===== src/rtl/epsl_pkg.sv =====
// ----------------------------------------------------------------------------
// Encoder period speed limiter package
// Shared types, register indexes and constants.
// ----------------------------------------------------------------------------
`default_nettype none

package epsl_pkg;

    localparam int TS_W     = 16;
    localparam int DUTY_W   = 7;
    localparam int CMD_W    = 8;
    localparam int CFG_W    = 16;
    localparam int CFG_IDX_W = 3;
    localparam int PROD_W   = 24;
    localparam int QUOT_W   = 17;

    localparam logic [DUTY_W-1:0] DUTY_MAX   = 7'd100;
    localparam logic [DUTY_W-1:0] DUTY_RESET = 7'd50;
    localparam logic [CMD_W-1:0]  CMD_MAX    = 8'd100;

    localparam logic [CFG_W-1:0]  PWM_PERIOD_RESET   = 16'd599;
    localparam logic [CFG_W-1:0]  SPEED_LIMIT_RESET  = 16'd281;
    localparam logic [CFG_W-1:0]  CAPTURE_WRAP_RESET = 16'd50000;
    localparam logic [DUTY_W-1:0] DUTY_LOW_RESET     = 7'd46;
    localparam logic [DUTY_W-1:0] DUTY_HIGH_RESET    = 7'd54;

    // ceil(2^30 / 100): exact floor division by 100 for products below 2^23
    localparam int                RECIP_SHIFT = 30;
    localparam logic [PROD_W-1:0] RECIP       = 24'd10737419;
    localparam logic [TS_W-1:0]   COMPARE_MAX = 16'hFFFF;

    localparam logic OP_CAPTURE  = 1'b0;
    localparam logic OP_SET_DUTY = 1'b1;

    typedef enum logic [CFG_IDX_W-1:0] {
        CFG_PWM_PERIOD   = 3'd0,
        CFG_SPEED_LIMIT  = 3'd1,
        CFG_CAPTURE_WRAP = 3'd2,
        CFG_DUTY_LOW     = 3'd3,
        CFG_DUTY_HIGH    = 3'd4
    } t_cfg_idx;

    typedef struct packed {
        logic [TS_W-1:0]   interval;
        logic              interval_valid;
        logic [DUTY_W-1:0] duty;
    } t_mid;

    typedef struct packed {
        logic [TS_W-1:0]   interval;
        logic              interval_valid;
        logic [DUTY_W-1:0] duty;
        logic [TS_W-1:0]   compare;
    } t_res;

endpackage

`default_nettype wire


===== src/rtl/encoder_period_speed_limiter_top.sv =====
// ----------------------------------------------------------------------------
// Encoder period speed limiter
// Measures encoder capture intervals, nudges the duty toward the center band
// on overspeed, and reports duty and PWM compare value for every item.
// ----------------------------------------------------------------------------
// One item is accepted per cycle unless the output side stalls, and each
// gives exactly one result through the state update register, the
// period-by-duty multiply register and the divide-by-100 reciprocal multiply
// feeding the output register. Throughput is one item per clock when the
// output side is ready. Input tuser carries op (0 capture, 1 set duty); the
// first capture after reset only stores its timestamp. Configuration writes
// take effect at once and are expected only while no item is in flight.
`default_nettype none

module encoder_period_speed_limiter_top (
    input  wire logic                                i_clk,
    input  wire logic                                i_rst_n,
    // config write
    input  wire logic                                i_cfg_valid,
    output logic                                     o_cfg_ready,
    input  wire logic [epsl_pkg::CFG_IDX_W-1:0]      i_cfg_index,
    input  wire logic [epsl_pkg::CFG_W-1:0]          i_cfg_data,
    // input stream
    input  wire logic                                s_axis_tvalid,
    output logic                                     s_axis_tready,
    input  wire logic [23:0]                         s_axis_tdata,  // timestamp, duty_value
    input  wire logic [0:0]                          s_axis_tuser,  // op
    // result stream
    output logic                                     m_axis_tvalid,
    input  wire logic                                m_axis_tready,
    output logic [39:0]                              m_axis_tdata,  // interval, duty_percent,
                                                                    // compare_value, zero pad
    output logic [0:0]                               m_axis_tuser   // interval_valid
);

    logic [epsl_pkg::CFG_W-1:0]    r_pwm_period;
    logic [epsl_pkg::CFG_W-1:0]    r_speed_limit;
    logic [epsl_pkg::CFG_W-1:0]    r_capture_wrap;
    logic [epsl_pkg::DUTY_W-1:0]   r_duty_low;
    logic [epsl_pkg::DUTY_W-1:0]   r_duty_high;

    logic                          r_have_first;
    logic [epsl_pkg::TS_W-1:0]     r_prev_ts;
    logic [epsl_pkg::DUTY_W-1:0]   r_duty;

    logic                          r_s1_vld;
    epsl_pkg::t_mid                r_s1_item;

    logic                          n_have_first;
    logic [epsl_pkg::TS_W-1:0]     n_prev_ts;
    logic [epsl_pkg::DUTY_W-1:0]   n_duty;
    epsl_pkg::t_mid                n_s1_item;

    logic                          in_op;
    logic [epsl_pkg::TS_W-1:0]     in_ts;
    logic [epsl_pkg::CMD_W-1:0]    in_dv;
    logic [epsl_pkg::TS_W-1:0]     interval;
    logic                          accept;
    logic                          s1_ready;
    logic                          cmp_ready;
    epsl_pkg::t_res                res;

    assign in_op = s_axis_tuser[0];
    assign in_ts = s_axis_tdata[15:0];
    assign in_dv = s_axis_tdata[23:16];

    assign s1_ready      = !r_s1_vld || cmp_ready;
    assign s_axis_tready = s1_ready;
    assign accept        = s_axis_tvalid && s1_ready;
    assign o_cfg_ready   = 1'b1;

    always_comb begin
        if (in_ts > r_prev_ts) begin
            interval = in_ts - r_prev_ts;
        end else begin
            interval = r_capture_wrap - r_prev_ts + in_ts;
        end

        n_have_first = r_have_first;
        n_prev_ts    = r_prev_ts;
        n_duty       = r_duty;
        n_s1_item.interval       = '0;
        n_s1_item.interval_valid = 1'b0;

        if (in_op == epsl_pkg::OP_SET_DUTY) begin
            n_duty = (in_dv > epsl_pkg::CMD_MAX) ? epsl_pkg::DUTY_MAX
                                                 : in_dv[epsl_pkg::DUTY_W-1:0];
        end else if (!r_have_first) begin
            n_prev_ts    = in_ts;
            n_have_first = 1'b1;
        end else begin
            n_prev_ts                = in_ts;
            n_s1_item.interval       = interval;
            n_s1_item.interval_valid = 1'b1;
            if (interval < r_speed_limit) begin
                if (r_duty < r_duty_low) begin
                    if (r_duty < epsl_pkg::DUTY_MAX) begin
                        n_duty = r_duty + 7'd1;
                    end
                end else if (r_duty > r_duty_high) begin
                    n_duty = r_duty - 7'd1;
                end
            end
        end
        n_s1_item.duty = n_duty;
    end

    always_ff @(posedge i_clk) begin
        if (!i_rst_n) begin
            r_pwm_period   <= epsl_pkg::PWM_PERIOD_RESET;
            r_speed_limit  <= epsl_pkg::SPEED_LIMIT_RESET;
            r_capture_wrap <= epsl_pkg::CAPTURE_WRAP_RESET;
            r_duty_low     <= epsl_pkg::DUTY_LOW_RESET;
            r_duty_high    <= epsl_pkg::DUTY_HIGH_RESET;
        end else if (i_cfg_valid) begin
            case (i_cfg_index)
                epsl_pkg::CFG_PWM_PERIOD:   r_pwm_period   <= i_cfg_data;
                epsl_pkg::CFG_SPEED_LIMIT:  r_speed_limit  <= i_cfg_data;
                epsl_pkg::CFG_CAPTURE_WRAP: r_capture_wrap <= i_cfg_data;
                epsl_pkg::CFG_DUTY_LOW:     r_duty_low     <= i_cfg_data[epsl_pkg::DUTY_W-1:0];
                epsl_pkg::CFG_DUTY_HIGH:    r_duty_high    <= i_cfg_data[epsl_pkg::DUTY_W-1:0];
                default: begin
                end
            endcase
        end
    end

    always_ff @(posedge i_clk) begin
        if (!i_rst_n) begin
            r_have_first <= 1'b0;
            r_prev_ts    <= '0;
            r_duty       <= epsl_pkg::DUTY_RESET;
            r_s1_vld     <= 1'b0;
        end else begin
            if (accept) begin
                r_have_first <= n_have_first;
                r_prev_ts    <= n_prev_ts;
                r_duty       <= n_duty;
            end
            if (s1_ready) begin
                r_s1_vld <= s_axis_tvalid;
            end
        end
    end

    always_ff @(posedge i_clk) begin
        if (accept) begin
            r_s1_item <= n_s1_item;
        end
    end

    epsl_cmp u_cmp (
        .i_clk        (i_clk),
        .i_rst_n      (i_rst_n),
        .i_valid      (r_s1_vld),
        .o_ready      (cmp_ready),
        .i_item       (r_s1_item),
        .i_pwm_period (r_pwm_period),
        .o_valid      (m_axis_tvalid),
        .i_ready      (m_axis_tready),
        .o_item       (res)
    );

    assign m_axis_tdata = {1'b0, res.compare, res.duty, res.interval};
    assign m_axis_tuser = res.interval_valid;

`ifndef SYNTHESIS
    a_duty_range: assert property (@(posedge i_clk) disable iff (!i_rst_n)
        r_duty <= epsl_pkg::DUTY_MAX)
        else $error("duty above limit");

    a_out_duty_range: assert property (@(posedge i_clk) disable iff (!i_rst_n)
        m_axis_tvalid |-> (m_axis_tdata[22:16] <= epsl_pkg::DUTY_MAX))
        else $error("result duty above limit");

    a_no_interval_zero: assert property (@(posedge i_clk) disable iff (!i_rst_n)
        (m_axis_tvalid && !m_axis_tuser[0]) |-> (m_axis_tdata[15:0] == '0))
        else $error("interval nonzero without measurement");

    a_s1_hold: assert property (@(posedge i_clk) disable iff (!i_rst_n)
        (r_s1_vld && !cmp_ready) |=> (r_s1_vld && $stable(r_s1_item)))
        else $error("stalled stage lost its item");
`endif

endmodule

`default_nettype wire


===== src/rtl/epsl_cmp.sv =====
// ----------------------------------------------------------------------------
// Compare value pipeline
// Scales the duty by the PWM period plus one, then divides by 100 through a
// reciprocal multiply; saturates and holds the result in the output register.
// ----------------------------------------------------------------------------
`default_nettype none

module epsl_cmp (
    input  wire logic                            i_clk,
    input  wire logic                            i_rst_n,
    input  wire logic                            i_valid,
    output logic                                 o_ready,
    input  wire epsl_pkg::t_mid                  i_item,
    input  wire logic [epsl_pkg::CFG_W-1:0]      i_pwm_period,
    output logic                                 o_valid,
    input  wire logic                            i_ready,
    output epsl_pkg::t_res                       o_item
);

    logic                              r_p_vld;
    epsl_pkg::t_mid                    r_p_item;
    logic [epsl_pkg::PROD_W-1:0]       r_prod;
    logic                              r_o_vld;
    epsl_pkg::t_res                    r_o_item;

    logic                              out_ready;
    logic                              p_ready;
    logic [epsl_pkg::CFG_W:0]          period_p1;
    logic [epsl_pkg::PROD_W-1:0]       n_prod;
    logic [2*epsl_pkg::PROD_W-1:0]     scaled;
    logic [epsl_pkg::QUOT_W-1:0]       quot;
    epsl_pkg::t_res                    n_o_item;

    assign out_ready = !r_o_vld || i_ready;
    assign p_ready   = !r_p_vld || out_ready;
    assign o_ready   = p_ready;

    always_comb begin
        period_p1 = {1'b0, i_pwm_period} + {{epsl_pkg::CFG_W{1'b0}}, 1'b1};
        n_prod    = epsl_pkg::PROD_W'(period_p1) * epsl_pkg::PROD_W'(i_item.duty);
        scaled    = (2*epsl_pkg::PROD_W)'(r_prod) * (2*epsl_pkg::PROD_W)'(epsl_pkg::RECIP);
        quot      = scaled[epsl_pkg::RECIP_SHIFT+epsl_pkg::QUOT_W-1:epsl_pkg::RECIP_SHIFT];
        n_o_item.interval       = r_p_item.interval;
        n_o_item.interval_valid = r_p_item.interval_valid;
        n_o_item.duty           = r_p_item.duty;
        n_o_item.compare        = quot[epsl_pkg::QUOT_W-1] ? epsl_pkg::COMPARE_MAX
                                                           : quot[epsl_pkg::TS_W-1:0];
    end

    always_ff @(posedge i_clk) begin
        if (!i_rst_n) begin
            r_p_vld <= 1'b0;
            r_o_vld <= 1'b0;
        end else begin
            if (p_ready) begin
                r_p_vld <= i_valid;
            end
            if (out_ready) begin
                r_o_vld <= r_p_vld;
            end
        end
    end

    always_ff @(posedge i_clk) begin
        if (p_ready && i_valid) begin
            r_p_item <= i_item;
            r_prod   <= n_prod;
        end
        if (out_ready && r_p_vld) begin
            r_o_item <= n_o_item;
        end
    end

    assign o_valid = r_o_vld;
    assign o_item  = r_o_item;

endmodule

`default_nettype wire


===== config.mk =====
export PLATFORM = sky130hd
export DESIGN_NAME = encoder_period_speed_limiter_top
export DESIGN_NICKNAME = d
export VERILOG_FILES = /design/src/rtl/epsl_pkg.sv /design/src/rtl/encoder_period_speed_limiter_top.sv /design/src/rtl/epsl_cmp.sv
export SDC_FILE = /design/constraint.sdc
export NUM_CORES = 1
export LEC_CHECK = 0
export BUFFER_PORTS_ARGS = -buffer_cell sky130_fd_sc_hd__clkbuf_2
export CAP_MARGIN = 20
export CORE_MARGIN = 2
export CORE_UTILIZATION = 60
export CTS_CLUSTER_DIAMETER = 30
export CTS_CLUSTER_SIZE = 28
export DETAILED_ROUTE_END_ITERATION = 16
export PLACE_DENSITY = 0.75
export SLEW_MARGIN = 20
export SYNTH_ARGS = -nofsm -noshare
export SYNTH_HDL_FRONTEND = slang
export SYNTH_HIERARCHICAL = 1
export SYNTH_SLANG_ARGS = --single-unit

===== constraint.sdc =====
create_clock -name i_clk -period 7.4 [get_ports i_clk]
set_input_delay 0.37 -clock i_clk [delete_from_list [all_inputs] [get_ports i_clk]]
set_output_delay 0.37 -clock i_clk [all_outputs]
set_load 0.02 [all_outputs]

==> results of run 1 <==
-- cell usage after synthesis, drive strengths merged (6+ instances only) --
cell type / n / area (um2)
dfxtp: 89 / 1780
clkbuf: 37 / 139
and2: 39 / 244
mux2i: 6 / 60.1
a31oi: 6 / 37.5
nand4: 18 / 113
o21ai: 67 / 354
a211oi: 15 / 130
fa: 314 / 6290
nand2b: 20 / 125
xnor2: 50 / 438
a21oi: 140 / 704
o31ai: 9 / 72.6
nand2: 244 / 918
ha: 379 / 4740
or2: 6 / 37.5
o21a: 17 / 128
edfxtp: 112 / 3360
inv: 581 / 2180
nor2b: 64 / 400
and3: 17 / 111
nand3: 37 / 190
a211o: 9 / 87.6
o21bai: 9 / 67.6
a21o: 34 / 257
or3: 8 / 50.1
nor3: 16 / 85.1
o211ai: 23 / 173
nor2: 65 / 244
o2111ai: 8 / 70.1
xor2: 23 / 201
buf: 7 / 50.0
-- through the flow --
stage	util (%)	cell area, um2	worst slack (ns)
after detailed placement	63.1	25600	0.404
after global placement	63.1	25600	0.529
after global routing	66.9	27100	0.182
final	66.9	27100	0.503
after floorplan	-	24500	1.28
after CTS	66.8	27100	0.393
-- worst max-delay path, cell delays in order, from the launching register on --
cell and delay [ns]:
edfxtp_1 0.60, ha_1 0.41, inv_1 0.07, fa_1 0.52, inv_1 0.05, fa_1 0.49, inv_1 0.05, fa_1 0.53
inv_1 0.05, fa_1 0.39, fa_1 0.51, inv_1 0.05, fa_1 0.48, inv_1 0.05, ha_1 0.31, a21oi_1 0.15
o21ai_0 0.09, a221oi_1 0.51, nand3_1 0.30, o21ai_2 0.23, a31oi_1 0.16, a211oi_4 0.29, buf_4 0.20, buf_4 0.11
nand3_2 0.04
-- worst max-delay path by stage --
stage,start,end,cells past startpoint
2_1_floorplan,u_cmp/r_prod[12]$_DFFE_PP_,u_cmp/o_item[2]$_SDFFCE_PP1P_,23
3_3_place_gp,u_cmp/r_prod[12]$_DFFE_PP_,u_cmp/o_item[13]$_SDFFCE_PP1P_,22
3_5_place_dp,u_cmp/r_prod[12]$_DFFE_PP_,u_cmp/o_item[13]$_SDFFCE_PP1P_,22
4_1_cts,u_cmp/r_prod[12]$_DFFE_PP_,u_cmp/o_item[13]$_SDFFCE_PP1P_,22
5_1_grt,u_cmp/r_prod[17]$_DFFE_PP_,u_cmp/o_item[12]$_SDFFCE_PP1P_,22
6_report,u_cmp/r_prod[12]$_DFFE_PP_,u_cmp/o_item[12]$_SDFFCE_PP1P_,24
-- layer usage --
metal	up-vias	part of all wire (%)	routed length (um)	track usage [%]
li1	8496	-	-	-
met1	8784	41	24100	35.1
met2	451	51	29700	51.6
met3	111	4.3	2470	3.99
met4	0	3.2	1880	9.64
met5	-	0	0	0
-- logic make-up after synthesis --
group,count (synthesis)
buf+inv,627
other cells,2
mux,6
flops,201
fa+ha+maj,693
simple gates,558
compound gates,386
xor+xnor,73
-- sequential cells by signal (all words and copies together) (netlist names) --
signal,cells
u_cmp/o_item,40
r_s1_item,24
u_cmp/n_o_item,24
u_cmp/r_prod,24
r_capture_wrap,16
r_prev_ts,16
r_pwm_period,16
r_speed_limit,16
r_duty,7
r_duty_high,7
r_duty_low,7
r_have_first,1
r_s1_vld,1
u_cmp/o_valid,1
u_cmp/r_p_vld,1
-- layout make-up --
type	count	area, um2	area share (%)
clock buffers	50	1180	4.36
clock inverters	29	330	1.22
inverters	583	2190	8.07
multi-input cells	1718	17000	62.6
flip-flops and latches	201	5140	19.0
well taps	532	666	2.45
repair buffers	113	623	2.30
-- timing repair --
action,CTS,global route
endpoints found under the hold margin,0,0
endpoints found under the setup margin,0,6
buffers inserted,0,4
hold buffers,0,0
==> run metrics, run 1 <==
Synth Area in Adders 45.0%; peak fanout along the critical path 9; WP data required 7.70 ns; min-delay src s_axis_tdata[15]; fmax 145 MHz; routed len/inst 18.0 um; total routed wirelength 58200 um; post-route minimum period about 7 ns; vias post-DR 17800; Worst R2R Start u_cmp/r_prod[12]$_DFFE_PP_; CTS H-Tree Depth 2; status finished, final reports clean; hold path endpoint r_prev_ts[15]$_SDFFE_PN0P_; Synth Area in Simple Gates 11.1%; Post-route DRC 0; post-synth net total 3288; most frequent cells in the layout 581 x inv_1, 379 x ha_1, 314 x fa_1, 243 x nand2_1, 139 x a21oi_1; die span in x 206 um; Max-Cap Viols 0; post-CTS resize count 0; number of cells on the worst reg-to-reg path 24; Initial Util 60.4%; commonest non-fill, non-tap cell in the layout inv_1; Worst Setup Start Kind register; CTS buffer count 43; RSZ-0062 raised after global routing no; initial DRC count 1071; Fillers 3209; final hold slack 0.0549 ns; Final Non-Filler Cells 3226; Clock transition at path regs around 0.050 ns; area grow syn2layout 10.7%; Worst R2R Setup Slack 0.50 ns; Nets 3402; Worst Hold Path Cells 3; I/O pin total 93; Final Hold Vio Count 0; Total GRT Usage 28.6%; crit path capture type register; share of cells above drive strength 1 8.13%; first-pass GRT wire length 94800 um; deepest clock path buffer count 3; clk_lat worst skew 0.57 ns; Vias per Instance between 5 and 6; die height 206 um; number of synthesized flops with an enable pin about 110; Final Skew roughly 0.024 ns; Avg Inst Size Synth 9.63 um2; dpl cells 3143; Rel. slew slack between 20% and 30%; ys flop type edfxtp_1; initial antenna violation count 0; Setup TNS 0 ns; post-synthesis sequential area ratio 21.0%; antenna cells 0; number of distinct library cells after synthesis just over 80; mux share of post-synthesis cell area 0.245%; vias in the first global route 18900; Synth Instances 2546; Crit Path Class reg -> reg; area of the die 42500 um2; Reg-to-Reg End u_cmp/o_item[12]$_SDFFCE_PP1P_; xor/xnor share of the synthesized area 2.61%; CTS root buffer clkbuf_16; Cell Area, Synth 24500 um2; DR pass1 iterations 6; row cnt between 70 and 80; core box area 40600 um2; Worst Hold Class in -> reg; routability cong. 0.960; final cycle utilization of the critical path 93.2%; WP data arrival 7.20 ns; CTS tree done; largest net degree at the start of global routing 61; Compound-Gate Fraction of Synth Area between 10% and 20%; post-DP HPWL 48100 um; GRT overflow 0; share of async-settable or async-resettable flops after synthesis 0%; yosys warns 6; final slew viol count 0; TritonCTS Sinks 201; worst-margin pin slew 1.08 ns; final setup fails 0; Port Buffer Count 90; post-route ant nets 0; largest family of logic cells by synthesized area adder cells; Yosys reg bits 201
Power of run 1 is not shown: default switching activity piles up to over one toggle a cycle in this logic, so the estimate is an artifact.
==> run 2, diff against run 1 <==
--- a/config.mk
+++ b/config.mk
@@ -13,6 +13,7 @@
 export CTS_CLUSTER_SIZE = 28
 export DETAILED_ROUTE_END_ITERATION = 16
 export PLACE_DENSITY = 0.75
+export REMOVE_ABC_BUFFERS = 1
 export SLEW_MARGIN = 20
 export SYNTH_ARGS = -nofsm -noshare
 export SYNTH_HDL_FRONTEND = slang
==> run 2 against run 1 <==
Effect of this change:
- register-to-register slack improved by 0.09 ns
- non-clock buffer count down 4
- sequential cell count stayed put
- critical path type unchanged
- largest cell class unchanged
==> run metrics, run 2 (synthesis gave the netlist of run 1 again) <==
most frequent cells in the layout 581 x inv_1, 379 x ha_1, 314 x fa_1, 243 x nand2_1, 138 x a21oi_1; final hold slack 0.0388 ns (-0.0161 ns); die height 206 um (unchanged); row cnt 74 (unchanged); CTS buffer count 48 (+12%); Worst Setup Start Kind register; post-CTS resize count 0 (unchanged); WP data arrival 7.13 ns (-0.07 ns); total routed wirelength 58800 um (+1.2%); commonest non-fill, non-tap cell in the layout inv_1; fmax 147 MHz (+1.4%); DR pass1 iterations 5 (-1); area of the die 42500 um2 (unchanged); routed len/inst 18.2 um (+1.0%); die span in x 206 um (unchanged); antenna cells 0 (unchanged); Finished Core Util 67.4% (+0.46 points); max reg flops 40 (unchanged); area grow syn2layout 11.5%; final cycle utilization of the critical path 91.9% (-1.3 points); Worst Hold Class in -> reg; Vias per Instance 5.57 (+0.73%); Nets 3403 (+0.029%); CTS tree done; vias in the first global route 18900 (-0.11%); Final Skew 0.0511 ns (+0.0271 ns); post-CTS setup buffers 0 (unchanged); share of cells above drive strength 1 8.04% (-0.089 points); deepest clock path buffer count 3 (unchanged); CTS H-Tree Depth 2 (unchanged); status finished, final reports clean; GRT overflow 0 (unchanged); first-pass GRT wire length 95600 um (+0.92%); WP data required 7.73 ns (+0.03 ns); routability cong. 0.972 (+1.2%); peak fanout along the critical path 9 (unchanged); Rel. slew slack 39.7% (+12 points); TritonCTS Sinks 201 (unchanged); post-route ant nets 0 (unchanged); Initial Util 60.4% (unchanged); I/O pin total 93 (unchanged); worst-margin pin slew 0.882 ns (-0.194 ns); CTS root buffer clkbuf_16; Port Buffer Count 90 (unchanged); final slew viol count 0 (unchanged); crit path capture type register; clk_lat worst skew 0.59 ns (+0.02 ns); largest net degree at the start of global routing 52 (-15%); final setup fails 0 (unchanged); cts hold-fix bufs 0 (unchanged); post-route minimum period 6.80 ns (-0.0937 ns); Post-route DRC 0 (unchanged); initial DRC count 1097 (+2.4%); Total GRT Usage 28.8% (+0.21 points); post-DP HPWL 47600 um (-1.1%); Crit Path Class reg -> reg; core box area 40600 um2 (unchanged); Final Hold Vio Count 0 (unchanged); initial antenna violation count 0 (unchanged); Clock transition at path regs 0.05 ns (about the same); Setup TNS 0 ns (unchanged); Max-Cap Viols 0 (unchanged); RSZ-0062 raised after global routing no; vias post-DR 18000 (+0.89%)
==> run 2: changes by cell type in the layout (fill, tap and decap cells not counted), moves of 4 or more <==
cell       previous run  this run
bufinv_16             3         8
clkbuf_16            44        48
buf_4                23        19
clkbuf_1              0         7
clkinv_4              6         1
clkinv_2              3         7
==> run 2: through the flow <==
step,area (um2),instances,worst slack (ns)
after global routing,27300,3231,0.267
after CTS,27300,3229,0.419
after detailed placement,25600,3141,0.400
final,27300,3231,0.597
after global placement,25600,3141,0.538
after floorplan,24300,2502,1.14
==> run 2: layout make-up <==
| class | count | area (um2) |
|---|---|---|
| inverter | 583 | 2190 |
| clock buffer | 59 | 1280 |
| sequential | 201 | 5140 |
| fill | 3160 | 13200 |
| tap | 532 | 666 |
| timing repair buffer | 109 | 593 |
| multi-input combinational | 1718 | 17000 |
| clock inverter | 29 | 440 |
==> run 2: worst paths after layout <==
| check | from | to | slack, ns | cells after the start |
|---|---|---|---|---|
| hold / removal | s_axis_tdata[15] | r_prev_ts[15]$_SDFFE_PN0P_ | 0.04 | 3 |
| hold reg to reg | u_cmp/n_o_item[26]$_DFFE_PP_ | u_cmp/o_item[26]$_DFFE_PP_ | 0.41 | 0 |
| setup reg to reg | u_cmp/r_prod[17]$_DFFE_PP_ | u_cmp/o_item[12]$_SDFFCE_PP1P_ | 0.60 | 20 |
| setup / recovery | u_cmp/r_prod[17]$_DFFE_PP_ | u_cmp/o_item[12]$_SDFFCE_PP1P_ | 0.60 | 20 |
==> run 2: per-layer routing <==
layer,vias to the layer above,global-route usage [%],part of all wire [%]
li1,8506,-,-
met1,8824,34.9,40
met2,540,52.7,51
met3,130,3.88,4.9
met4,0,9.62,3.2
met5,-,0,0
==> run 2: worst max-delay path, stage by stage (launching register included) <==
cell and delay (ns):
edfxtp_1 0.60, ha_1 0.40, inv_1 0.07, fa_1 0.51, fa_1 0.52, inv_1 0.06
fa_1 0.55, fa_1 0.43, fa_1 0.50, inv_1 0.07, fa_1 0.48, inv_1 0.04
ha_1 0.31, nand4_1 0.16, nor3_2 0.29, o2111ai_1 0.30, o2111ai_1 0.27, o21ai_1 0.16
a211oi_1 0.54, or3_1 0.24, nand3_2 0.08
Power of run 2 is left out for the same reason.
